===== config.mk =====
export PLATFORM = sky130hd
export DESIGN_NAME = tls_sni_extractor_unit
export DESIGN_NICKNAME = d
export VERILOG_FILES = /design/src/hw/rtl/tse_pkg.sv /design/src/hw/rtl/tse_parser.sv /design/src/hw/rtl/tse_result_fifo.sv /design/src/hw/rtl/tse_out_ser.sv /design/src/hw/rtl/tls_sni_extractor_unit.sv
export SDC_FILE = /design/constraint.sdc
export NUM_CORES = 1
export LEC_CHECK = 0
export BUFFER_PORTS_ARGS = -buffer_cell sky130_fd_sc_hd__buf_2
export CAP_MARGIN = 0
export CORE_MARGIN = 2
export CORE_UTILIZATION = 30
export DETAILED_ROUTE_END_ITERATION = 8
export GPL_TIMING_DRIVEN = 0
export PLACE_DENSITY_LB_ADDON = 0.25
export SLEW_MARGIN = 20
export SYNTH_ARGS = -nofsm -noshare
export SYNTH_HDL_FRONTEND = slang
export SYNTH_SLANG_ARGS = --single-unit

===== constraint.sdc =====
create_clock -name clk -period 3.7 [get_ports clk]
set_clock_uncertainty 0.15 [all_clocks]
set_input_delay 0.185 -clock clk [delete_from_list [all_inputs] [get_ports clk]]
set_output_delay 0.185 -clock clk [all_outputs]
set_load 0.02 [all_outputs]

===== src/hw/rtl/tse_pkg.sv =====
package tse_pkg;

    // Field widths
    localparam int BYTE_W = 8;
    localparam int POS_W  = 16;

    // Configuration register indexes
    localparam int CFG_INDEX_W = 1;
    localparam logic [CFG_INDEX_W-1:0] CFG_MAX_NAME_LENGTH = 1'b0;
    localparam logic [CFG_INDEX_W-1:0] CFG_MAX_EXTENSIONS  = 1'b1;

    localparam logic [BYTE_W-1:0] MAX_NAME_LENGTH_RST = 8'd128;
    localparam logic [BYTE_W-1:0] MAX_EXTENSIONS_RST  = 8'd16;

    // TLS framing constants
    localparam logic [BYTE_W-1:0] CT_HANDSHAKE     = 8'd22;
    localparam logic [BYTE_W-1:0] HS_CLIENT_HELLO  = 8'd1;
    localparam logic [BYTE_W-1:0] NUL_BYTE         = 8'h00;
    localparam logic [POS_W-1:0]  POS_CONTENT_TYPE = 16'd0;
    localparam logic [POS_W-1:0]  POS_HS_TYPE      = 16'd5;
    localparam logic [POS_W-1:0]  POS_SID_LEN      = 16'd43;
    localparam logic [POS_W-1:0]  POS_MAX          = 16'hFFFF;
    // ext len, list len, name type, name len
    localparam logic [POS_W-1:0]  SNI_HDR_SKIP     = 16'd7;
    localparam logic [POS_W-1:0]  SNI_LEN_HI       = 16'd2;
    localparam logic [POS_W-1:0]  SNI_LEN_LO       = 16'd1;
    localparam logic [POS_W-1:0]  EXT_TYPE_SNI     = 16'd0;

    // Result queue
    localparam int FIFO_DEPTH = 4;
    localparam int FIFO_AW    = $clog2(FIFO_DEPTH);
    localparam int FIFO_CW    = FIFO_AW + 1;

    // One queue entry: everything one payload byte produces
    typedef struct packed {
        logic              has_char;
        logic [BYTE_W-1:0] name_char;
        logic [BYTE_W-1:0] name_length;
        logic              has_sum;
        logic              found;
    } tse_entry_t;

    typedef struct packed {
        logic       push;
        tse_entry_t entry;
    } tse_push_t;

endpackage


===== src/hw/rtl/tse_parser.sv =====
module tse_parser (
    input  logic                          clk,
    input  logic                          rst_n,
    // accepted payload word
    input  logic                          in_accept,
    input  logic [tse_pkg::BYTE_W-1:0]    in_byte,
    input  logic                          in_last,
    // configuration writes
    input  logic                          cfg_write,
    input  logic [tse_pkg::CFG_INDEX_W-1:0] cfg_index,
    input  logic [tse_pkg::BYTE_W-1:0]    cfg_data,
    // word held in the input or result register
    output logic                          in_flight,
    output tse_pkg::tse_push_t            result
);
    import tse_pkg::*;

    typedef enum logic [3:0] {
        PH_HEAD    = 4'd0,
        PH_SKIPSID = 4'd1,
        PH_CSHI    = 4'd2,
        PH_CSLO    = 4'd3,
        PH_SKIPCS  = 4'd4,
        PH_CMLEN   = 4'd5,
        PH_SKIPCM  = 4'd6,
        PH_ETHI    = 4'd7,
        PH_ETLO    = 4'd8,
        PH_ELHI    = 4'd9,
        PH_ELLO    = 4'd10,
        PH_SKIPEXT = 4'd11,
        PH_SNIHDR  = 4'd12,
        PH_NAME    = 4'd13,
        PH_DONE    = 4'd14,
        PH_FAIL    = 4'd15
    } phase_t;

    // Input register
    logic              in_valid_reg;
    logic [BYTE_W-1:0] byte_reg;
    logic              last_reg;

    // Config registers
    logic [BYTE_W-1:0] max_name_reg;
    logic [BYTE_W-1:0] max_ext_reg;

    // Parse state
    phase_t            phase_reg, phase_next;
    logic [POS_W-1:0]  pos_reg, pos_next;
    logic [POS_W-1:0]  skip_reg, skip_next;
    logic [BYTE_W-1:0] hold_reg, hold_next;
    logic [BYTE_W-1:0] ext_reg, ext_next;
    logic [BYTE_W-1:0] rem_reg, rem_next;
    logic [BYTE_W-1:0] chars_reg, chars_next;
    logic              complete_reg, complete_next;

    tse_push_t         result_reg, result_next;

    logic [POS_W-1:0]  word;
    logic [POS_W-1:0]  skip_dec;
    logic [BYTE_W-1:0] ext_inc;
    logic              ext_limit;
    logic [BYTE_W-1:0] rem_dec;
    logic              emit;

    assign word      = {hold_reg, byte_reg};
    assign skip_dec  = skip_reg - POS_W'(1);
    assign ext_inc   = ext_reg + BYTE_W'(1);
    assign ext_limit = (ext_inc >= max_ext_reg);
    assign rem_dec   = rem_reg - BYTE_W'(1);

    // Per-byte parse step on the registered word
    always_comb
    begin
        phase_next    = phase_reg;
        pos_next      = pos_reg;
        skip_next     = skip_reg;
        hold_next     = hold_reg;
        ext_next      = ext_reg;
        rem_next      = rem_reg;
        chars_next    = chars_reg;
        complete_next = complete_reg;
        emit          = 1'b0;

        if (in_valid_reg)
        begin
            case (phase_reg)
                PH_HEAD:
                begin
                    if (pos_reg == POS_CONTENT_TYPE && byte_reg != CT_HANDSHAKE)
                    begin
                        phase_next = PH_FAIL;
                    end
                    else if (pos_reg == POS_HS_TYPE && byte_reg != HS_CLIENT_HELLO)
                    begin
                        phase_next = PH_FAIL;
                    end
                    else if (pos_reg == POS_SID_LEN)
                    begin
                        skip_next  = {8'd0, byte_reg};
                        phase_next = (byte_reg == NUL_BYTE) ? PH_CSHI : PH_SKIPSID;
                    end
                    if (pos_reg != POS_MAX)
                    begin
                        pos_next = pos_reg + POS_W'(1);
                    end
                end
                PH_SKIPSID, PH_SKIPCS, PH_SKIPCM, PH_SKIPEXT:
                begin
                    skip_next = skip_dec;
                    if (skip_dec == '0)
                    begin
                        case (phase_reg)
                            PH_SKIPSID: phase_next = PH_CSHI;
                            PH_SKIPCS:  phase_next = PH_CMLEN;
                            PH_SKIPCM:  phase_next = PH_ETHI;
                            default:
                            begin
                                ext_next   = ext_inc;
                                phase_next = ext_limit ? PH_FAIL : PH_ETHI;
                            end
                        endcase
                    end
                end
                PH_CSHI:
                begin
                    hold_next  = byte_reg;
                    phase_next = PH_CSLO;
                end
                PH_ETHI:
                begin
                    hold_next  = byte_reg;
                    phase_next = PH_ETLO;
                end
                PH_ELHI:
                begin
                    hold_next  = byte_reg;
                    phase_next = PH_ELLO;
                end
                PH_CSLO:
                begin
                    skip_next  = word;
                    phase_next = (word == '0) ? PH_CMLEN : PH_SKIPCS;
                end
                PH_CMLEN:
                begin
                    // compression methods plus the two-byte extensions length
                    skip_next  = {8'd0, byte_reg} + POS_W'(2);
                    phase_next = PH_SKIPCM;
                end
                PH_ETLO:
                begin
                    if (word == EXT_TYPE_SNI)
                    begin
                        skip_next  = SNI_HDR_SKIP;
                        phase_next = PH_SNIHDR;
                    end
                    else
                    begin
                        phase_next = PH_ELHI;
                    end
                end
                PH_ELLO:
                begin
                    skip_next = word;
                    if (word == '0)
                    begin
                        ext_next   = ext_inc;
                        phase_next = ext_limit ? PH_FAIL : PH_ETHI;
                    end
                    else
                    begin
                        phase_next = PH_SKIPEXT;
                    end
                end
                PH_SNIHDR:
                begin
                    if (skip_reg == SNI_LEN_HI)
                    begin
                        hold_next = byte_reg;
                    end
                    else if (skip_reg == SNI_LEN_LO)
                    begin
                        if (word == '0 || word > {8'd0, max_name_reg})
                        begin
                            phase_next = PH_FAIL;
                        end
                        else
                        begin
                            rem_next   = word[BYTE_W-1:0];
                            phase_next = PH_NAME;
                        end
                    end
                    skip_next = skip_dec;
                end
                PH_NAME:
                begin
                    if (byte_reg == NUL_BYTE)
                    begin
                        // terminator ends the name; an empty name fails
                        if (chars_reg != '0)
                        begin
                            complete_next = 1'b1;
                            phase_next    = PH_DONE;
                        end
                        else
                        begin
                            phase_next = PH_FAIL;
                        end
                    end
                    else
                    begin
                        emit       = 1'b1;
                        chars_next = chars_reg + BYTE_W'(1);
                        rem_next   = rem_dec;
                        if (rem_dec == '0)
                        begin
                            complete_next = 1'b1;
                            phase_next    = PH_DONE;
                        end
                    end
                end
                default:
                begin
                    // done or failed: wait for the last byte
                end
            endcase
        end

        result_next.push              = in_valid_reg && (emit || last_reg);
        result_next.entry.has_char    = emit;
        result_next.entry.name_char   = byte_reg;
        result_next.entry.name_length = chars_next;
        result_next.entry.has_sum     = last_reg;
        result_next.entry.found       = complete_next;

        // end of packet: rearm
        if (in_valid_reg && last_reg)
        begin
            phase_next    = PH_HEAD;
            pos_next      = '0;
            skip_next     = '0;
            hold_next     = '0;
            ext_next      = '0;
            rem_next      = '0;
            chars_next    = '0;
            complete_next = 1'b0;
        end
    end

    // Input register
    always_ff @(posedge clk or negedge rst_n)
    begin
        if (!rst_n)
        begin
            in_valid_reg <= 1'b0;
        end
        else
        begin
            in_valid_reg <= in_accept;
        end
    end

    always_ff @(posedge clk)
    begin
        if (in_accept)
        begin
            byte_reg <= in_byte;
            last_reg <= in_last;
        end
    end

    // Config, state and result registers
    always_ff @(posedge clk or negedge rst_n)
    begin
        if (!rst_n)
        begin
            max_name_reg <= MAX_NAME_LENGTH_RST;
            max_ext_reg  <= MAX_EXTENSIONS_RST;
            phase_reg    <= PH_HEAD;
            pos_reg      <= '0;
            skip_reg     <= '0;
            hold_reg     <= '0;
            ext_reg      <= '0;
            rem_reg      <= '0;
            chars_reg    <= '0;
            complete_reg <= 1'b0;
            result_reg   <= '0;
        end
        else
        begin
            if (cfg_write)
            begin
                case (cfg_index)
                    CFG_MAX_NAME_LENGTH: max_name_reg <= cfg_data;
                    CFG_MAX_EXTENSIONS:  max_ext_reg  <= cfg_data;
                    default:
                    begin
                    end
                endcase
            end
            phase_reg    <= phase_next;
            pos_reg      <= pos_next;
            skip_reg     <= skip_next;
            hold_reg     <= hold_next;
            ext_reg      <= ext_next;
            rem_reg      <= rem_next;
            chars_reg    <= chars_next;
            complete_reg <= complete_next;
            result_reg   <= result_next;
        end
    end

    assign in_flight = in_valid_reg || result_reg.push;
    assign result    = result_reg;

endmodule


===== src/hw/rtl/tse_result_fifo.sv =====
module tse_result_fifo (
    input  logic                         clk,
    input  logic                         rst_n,
    input  tse_pkg::tse_push_t           wr,
    input  logic                         pop,
    output tse_pkg::tse_entry_t          rd_data,
    output logic                         empty,
    output logic [tse_pkg::FIFO_CW-1:0]  count
);
    import tse_pkg::*;

    tse_entry_t         mem_reg [FIFO_DEPTH];
    logic [FIFO_AW-1:0] wr_ptr_reg;
    logic [FIFO_AW-1:0] rd_ptr_reg;
    logic [FIFO_CW-1:0] count_reg;
    logic               do_pop;

    assign do_pop  = pop && (count_reg != '0);
    assign empty   = (count_reg == '0);
    assign count   = count_reg;
    assign rd_data = mem_reg[rd_ptr_reg];

    // Pointers and fill count
    always_ff @(posedge clk or negedge rst_n)
    begin
        if (!rst_n)
        begin
            wr_ptr_reg <= '0;
            rd_ptr_reg <= '0;
            count_reg  <= '0;
        end
        else
        begin
            if (wr.push)
            begin
                wr_ptr_reg <= wr_ptr_reg + FIFO_AW'(1);
            end
            if (do_pop)
            begin
                rd_ptr_reg <= rd_ptr_reg + FIFO_AW'(1);
            end
            if (wr.push && !do_pop)
            begin
                count_reg <= count_reg + FIFO_CW'(1);
            end
            else if (!wr.push && do_pop)
            begin
                count_reg <= count_reg - FIFO_CW'(1);
            end
        end
    end

    // Storage
    always_ff @(posedge clk)
    begin
        if (wr.push)
        begin
            mem_reg[wr_ptr_reg] <= wr.entry;
        end
    end

endmodule


===== src/hw/rtl/tse_out_ser.sv =====
module tse_out_ser (
    input  logic                        clk,
    input  logic                        rst_n,
    // queue side
    input  logic                        fifo_empty,
    input  tse_pkg::tse_entry_t         fifo_data,
    output logic                        fifo_pop,
    // result stream
    output logic                        m_tvalid,
    input  logic                        m_tready,
    output logic [23:0]                 m_tdata,
    output logic                        m_tuser
);
    import tse_pkg::*;

    logic       hold_valid_reg;
    tse_entry_t hold_reg;
    logic       char_pend_reg;
    logic       fire;
    logic       entry_done;
    logic       load;

    assign fire       = hold_valid_reg && m_tready;
    // a character with a summary behind it keeps the entry one more word
    assign entry_done = fire && !(char_pend_reg && hold_reg.has_sum);
    assign load       = !fifo_empty && (!hold_valid_reg || entry_done);
    assign fifo_pop   = load;

    always_ff @(posedge clk or negedge rst_n)
    begin
        if (!rst_n)
        begin
            hold_valid_reg <= 1'b0;
            char_pend_reg  <= 1'b0;
        end
        else
        begin
            if (load)
            begin
                hold_valid_reg <= 1'b1;
                char_pend_reg  <= fifo_data.has_char;
            end
            else if (entry_done)
            begin
                hold_valid_reg <= 1'b0;
                char_pend_reg  <= 1'b0;
            end
            else if (fire)
            begin
                char_pend_reg <= 1'b0;
            end
        end
    end

    always_ff @(posedge clk)
    begin
        if (load)
        begin
            hold_reg <= fifo_data;
        end
    end

    // Word formatting: character, then summary
    always_comb
    begin
        m_tvalid = hold_valid_reg;
        if (char_pend_reg)
        begin
            m_tuser = 1'b0;
            m_tdata = {7'd0, 1'b0, hold_reg.name_length, hold_reg.name_char};
        end
        else
        begin
            m_tuser = 1'b1;
            m_tdata = {7'd0, hold_reg.found, hold_reg.name_length, NUL_BYTE};
        end
    end

endmodule


===== src/hw/rtl/tls_sni_extractor_unit.sv =====
// Channel   Dir  Handshake          Payload
// s_*       in   s_tvalid/s_tready  s_tdata = payload_byte, s_tlast = last_byte
// m_*       out  m_tvalid/m_tready  m_tdata = name_char, name_length, found;
//                                   m_tuser = kind
// cfg_*     in   cfg_valid/cfg_ready cfg_index, cfg_data
//
// One payload byte per cycle while s_tready is high; a byte is parsed in the cycle after
// it is taken, and its results then pass the result register, the result queue and the
// output holding register. A byte that ends the name and the packet gives two words;
// a four-entry result queue absorbs this.
// Input ready drops only while the queue plus bytes in flight could fill it.
// Reset restores both registers to their defaults and rearms the parser.
module tls_sni_extractor_unit (
    input  logic                             clk,
    input  logic                             rst_n,
    // payload stream
    input  logic                             s_tvalid,
    output logic                             s_tready,
    input  logic [7:0]                       s_tdata,   // [7:0] payload_byte
    input  logic                             s_tlast,
    // result stream
    output logic                             m_tvalid,
    input  logic                             m_tready,
    output logic [23:0]                      m_tdata,   // [7:0] name_char,
                                                        // [15:8] name_length,
                                                        // [16] found
    output logic                             m_tuser,   // [0] kind
    // configuration writes
    input  logic                             cfg_valid,
    output logic                             cfg_ready,
    input  logic [tse_pkg::CFG_INDEX_W-1:0]  cfg_index,
    input  logic [7:0]                       cfg_data
);
    import tse_pkg::*;

    logic               in_accept;
    logic               in_flight;
    tse_push_t          result;
    tse_entry_t         fifo_data;
    logic               fifo_empty;
    logic               fifo_pop;
    logic [FIFO_CW-1:0] fifo_count;
    logic [FIFO_CW-1:0] occupancy;

    // Room for every word that bytes already taken may still add
    assign occupancy = fifo_count + FIFO_CW'(in_flight);
    assign s_tready  = (occupancy < FIFO_CW'(FIFO_DEPTH - 1));
    assign in_accept = s_tvalid && s_tready;
    assign cfg_ready = 1'b1;

    tse_parser u_parser (
        .clk       (clk),
        .rst_n     (rst_n),
        .in_accept (in_accept),
        .in_byte   (s_tdata),
        .in_last   (s_tlast),
        .cfg_write (cfg_valid),
        .cfg_index (cfg_index),
        .cfg_data  (cfg_data),
        .in_flight (in_flight),
        .result    (result)
    );

    tse_result_fifo u_fifo (
        .clk     (clk),
        .rst_n   (rst_n),
        .wr      (result),
        .pop     (fifo_pop),
        .rd_data (fifo_data),
        .empty   (fifo_empty),
        .count   (fifo_count)
    );

    tse_out_ser u_out (
        .clk        (clk),
        .rst_n      (rst_n),
        .fifo_empty (fifo_empty),
        .fifo_data  (fifo_data),
        .fifo_pop   (fifo_pop),
        .m_tvalid   (m_tvalid),
        .m_tready   (m_tready),
        .m_tdata    (m_tdata),
        .m_tuser    (m_tuser)
    );

endmodule


==> metrics.yaml <==
clock_tree:
  holdBufCountCts: 25
  cts_setup_buffers: 0
  worstSkewPairLatency_ns: 0.54
  clock_path_buffers: 3
  cts_tree: "yes"
  clockRootBuffer: "clkbuf_16"
  cts_repair_resize_count: 0
  clkSlewWorstSetupHoldPaths_ns: 0.06
  cts_sinks: 218
  h-tree-depth: 1
  cts_buffers: 25
finish:
  seqCellArea_mm2: 0.00597
  nets: 1096
  syn_to_final_growth_pct: 17.8
  largest_reg_flops: 76
  multiInputGateArea_mm2: 0.00434
  layout-drive-gt1-share: 0.149
  n_fill_cell: 3539
  final_area_mm2: 0.0127
  diodes: 0
floorplan:
  die_area_mm2: 0.0375
  core_mm2: 0.0355
  placementRows: 69
  die_x_um: 194
  ios: 51
  die_h_um: 194
  initial_core_util: 0.304
synthesis:
  synth_top_area_cell: "edfxtp_1"
  yosys_warnings: 0
  synth_ff_type: "dfrtp_1"
  syn_area_mm2: 0.0108
  ys_async_sr_fraction: 0.528
  ys_seq_elements: 218
  syn_area_per_cell_um2: 11.6
  synth_cell_types: 79
  synthCells: 933
  synth_edf_count: 103
  yosys-top-cells-area: "edfxtp_1, dfrtp_1, ha_1, mux4_2, nand2_1"
  yosysSeqAreaShare: 0.554
  synth_top_cell_area_share: 0.287
power_and_ir_drop:
  p_leak_nw: 5.12
  p_per_area_mw_per_mm2: 762
  ir_drop_mv: 0.360
worst_setup_path:
  path_class: "register to register"
  slowest_delay_ns: 0.66
  setup.worst_path.end_class: "register"
  crit_family: "simple AND/OR/NAND/NOR gates"
  cp_max_fo: 10
  cp-start-kind: "register"
  crit_chain: "clkbuf_1 > clkbuf_1 > or2_2 > ha_1 > ha_1 > xor2_1 > a21oi_1 > and2_1"
  critPathArrivalTime_ns: 3.27
  cpMaxStageDelayCell: "and2_1"
  required_ns: 3.71
  cp_num_buf_inv: 2
sta:
  slew_headroom: 0.297
  setup_violations: 0
  finalMaxSlewViolations: 0
  hold_slack_ns: 0.157
  hold_violations: 0
  fin_crit_ns: 3.26
  period_share: 0.880
  tightest_slew_ns: 1.05
  rsz0062_at_grt: "no"
  max_freq_mhz: 307
global_route:
  grt_pass1_wl_um: 42300
  grt_overflow_total: 0
  antenna_found_initial: 0
  grt_use_total: 0.139
  grt_max_degree: 67
  first_global_vias: 7601
placed_design:
  post-dp-hpwl_um: 18200
  portBuffers: 42
  gp_congestion: 0.870
  place_area_mm2: 0.0117
drt:
  routed-via-count: 7578
  drt_pass1_iterations: 6
  routed_wirelength_um: 26300
  routed_via_density: 5.00
  ant_nets: 0
  dr.first_iter.drc_count: 450
  drc: 0
  avgRoutedWirePerCell_um: 17.4
run_status:
  status: "finished clean"
hold_path:
  hold_class: "primary input to register"
flow_run:
  cap_viol_max_count: 0
## worst paths after layout
check	endpoint	slack (ns)	from	cells past startpoint
setup / recovery	u_parser.byte_reg[5]$_DFFE_PP_	0.44	u_parser.in_valid_reg$_DFF_PN0_	8
hold / removal	u_parser.in_valid_reg$_DFF_PN0_	0.16	s_tvalid	2
setup reg to reg	u_parser.byte_reg[5]$_DFFE_PP_	0.44	u_parser.in_valid_reg$_DFF_PN0_	8
hold reg to reg	u_parser.result[14]$_DFF_PN0_	0.32	u_parser.byte_reg[4]$_DFFE_PP_	0
max in group asynchronous	u_parser.phase_reg[0]$_DFFE_PN0P_	1.87	rst_n	4
min in group asynchronous	u_parser.pos_reg[10]$_DFFE_PN0P_	0.52	rst_n	3
## per-layer routing
| metal | up-vias | global-route usage | routed length, um |
|---|---|---|---|
| li1 | 3613 | - | - |
| met1 | 3706 | 0.188 | 12000 |
| met2 | 216 | 0.235 | 12500 |
| met3 | 43 | 0.0206 | 1270 |
| met4 | 0 | 0.0359 | 596 |
| met5 | - | 0 | 0 |
## cells by family (layout without fill, tap and decap cells)
group / Yosys count / in the layout / synth area share
and+or+nand+nor: 308 / 308 / 0.149
muxes: 40 / 40 / 0.0606
adders and majority gates: 38 / 38 / 0.0446
DFF: 218 / 218 / 0.554
other: 2 / 8 / 0.000696
AOI/OAI and AO/OA: 171 / 171 / 0.109
buffers and inverters: 112 / 228 / 0.0469
xor gates and xnor gates: 44 / 44 / 0.0357
## cell usage in the layout (no fill, tap or decap), types with 5 or more instances in the layout
master	count
o311ai_0	5
or2_2	5
dfrtp_1	113
clkinv_2	5
mux2i_1	9
nand2b_1	8
and2_1	31
nand4_1	18
clkbuf_16	25
a21o_1	6
buf_4	16
a21oi_1	26
ha_1	36
nand2_1	84
and3_1	5
nor2_1	44
o211ai_1	8
or3_1	5
mux2_2	12
nor3_1	23
a22o_1	5
nor4_1	12
o21ai_0	49
nor2b_1	10
clkbuf_1	40
mux4_2	19
o31ai_1	11
xnor2_1	20
inv_1	54
o22ai_1	5
o221ai_1	7
edfxtp_1	103
dlygate4sd3_1	25
a22oi_1	6
a31oi_1	5
xor2_1	24
nand3_1	36
conb_1	8
buf_2	43
## metrics by stage
stage | setup TNS (ns) | util | worst slack, ns | instances | power, mW
detailed placement | 0 | 0.329 | 0.281 | 1444 | 7.34
global route | 0 | 0.358 | 0.219 | 1516 | 10.3
CTS | 0 | 0.358 | 0.257 | 1515 | 9.77
finish | 0 | 0.358 | 0.444 | 1516 | 9.68
global placement | -0.0810 | 0.327 | -0.0810 | 1442 | 7.25
floorplan | 0 | - | 0.775 | 939 | 6.17
## synth_stat cells, types with 4 or more instances
cell      instances
dfrtp_1         113
edfxtp_1        103
nand2_1          84
inv_1            54
o21ai_0          49
nor2_1           44
ha_1             36
nand3_1          36
and2_1           31
clkbuf_1         31
a21oi_1          27
xor2_1           24
nor3_1           23
xnor2_1          20
mux4_2           19
nand4_1          18
buf_4            16
mux2_2           12
nor4_1           12
o31ai_1          11
nor2b_1          10
mux2i_1           9
nand2b_1          8
o211ai_1          8
o221ai_1          7
a21o_1            6
a22oi_1           6
a22o_1            5
a31oi_1           5
and3_1            5
o22ai_1           5
o311ai_0          5
or2_2             5
or3_1             5
buf_1             4
or4_1             4
## layout make-up
type	count	area share
Inverter	56	0.0165
Multi-Input combinational cell	609	0.341
Timing Repair Buffer	70	0.0420
Clock inverter	11	0.00827
Tap cell	461	0.0454
Buffer	56	0.0232
Clock buffer	35	0.0530
Sequential cell	218	0.470
## power by group
part / switching [mW] / internal (mW) / leakage (nW)
clock: 1.02 / 1.35 / 0.370
combinational: 2.27 / 1.44 / 2.31
sequential: 0.460 / 3.15 / 2.44
No activity file was read; power rests on OpenSTA's default activity.
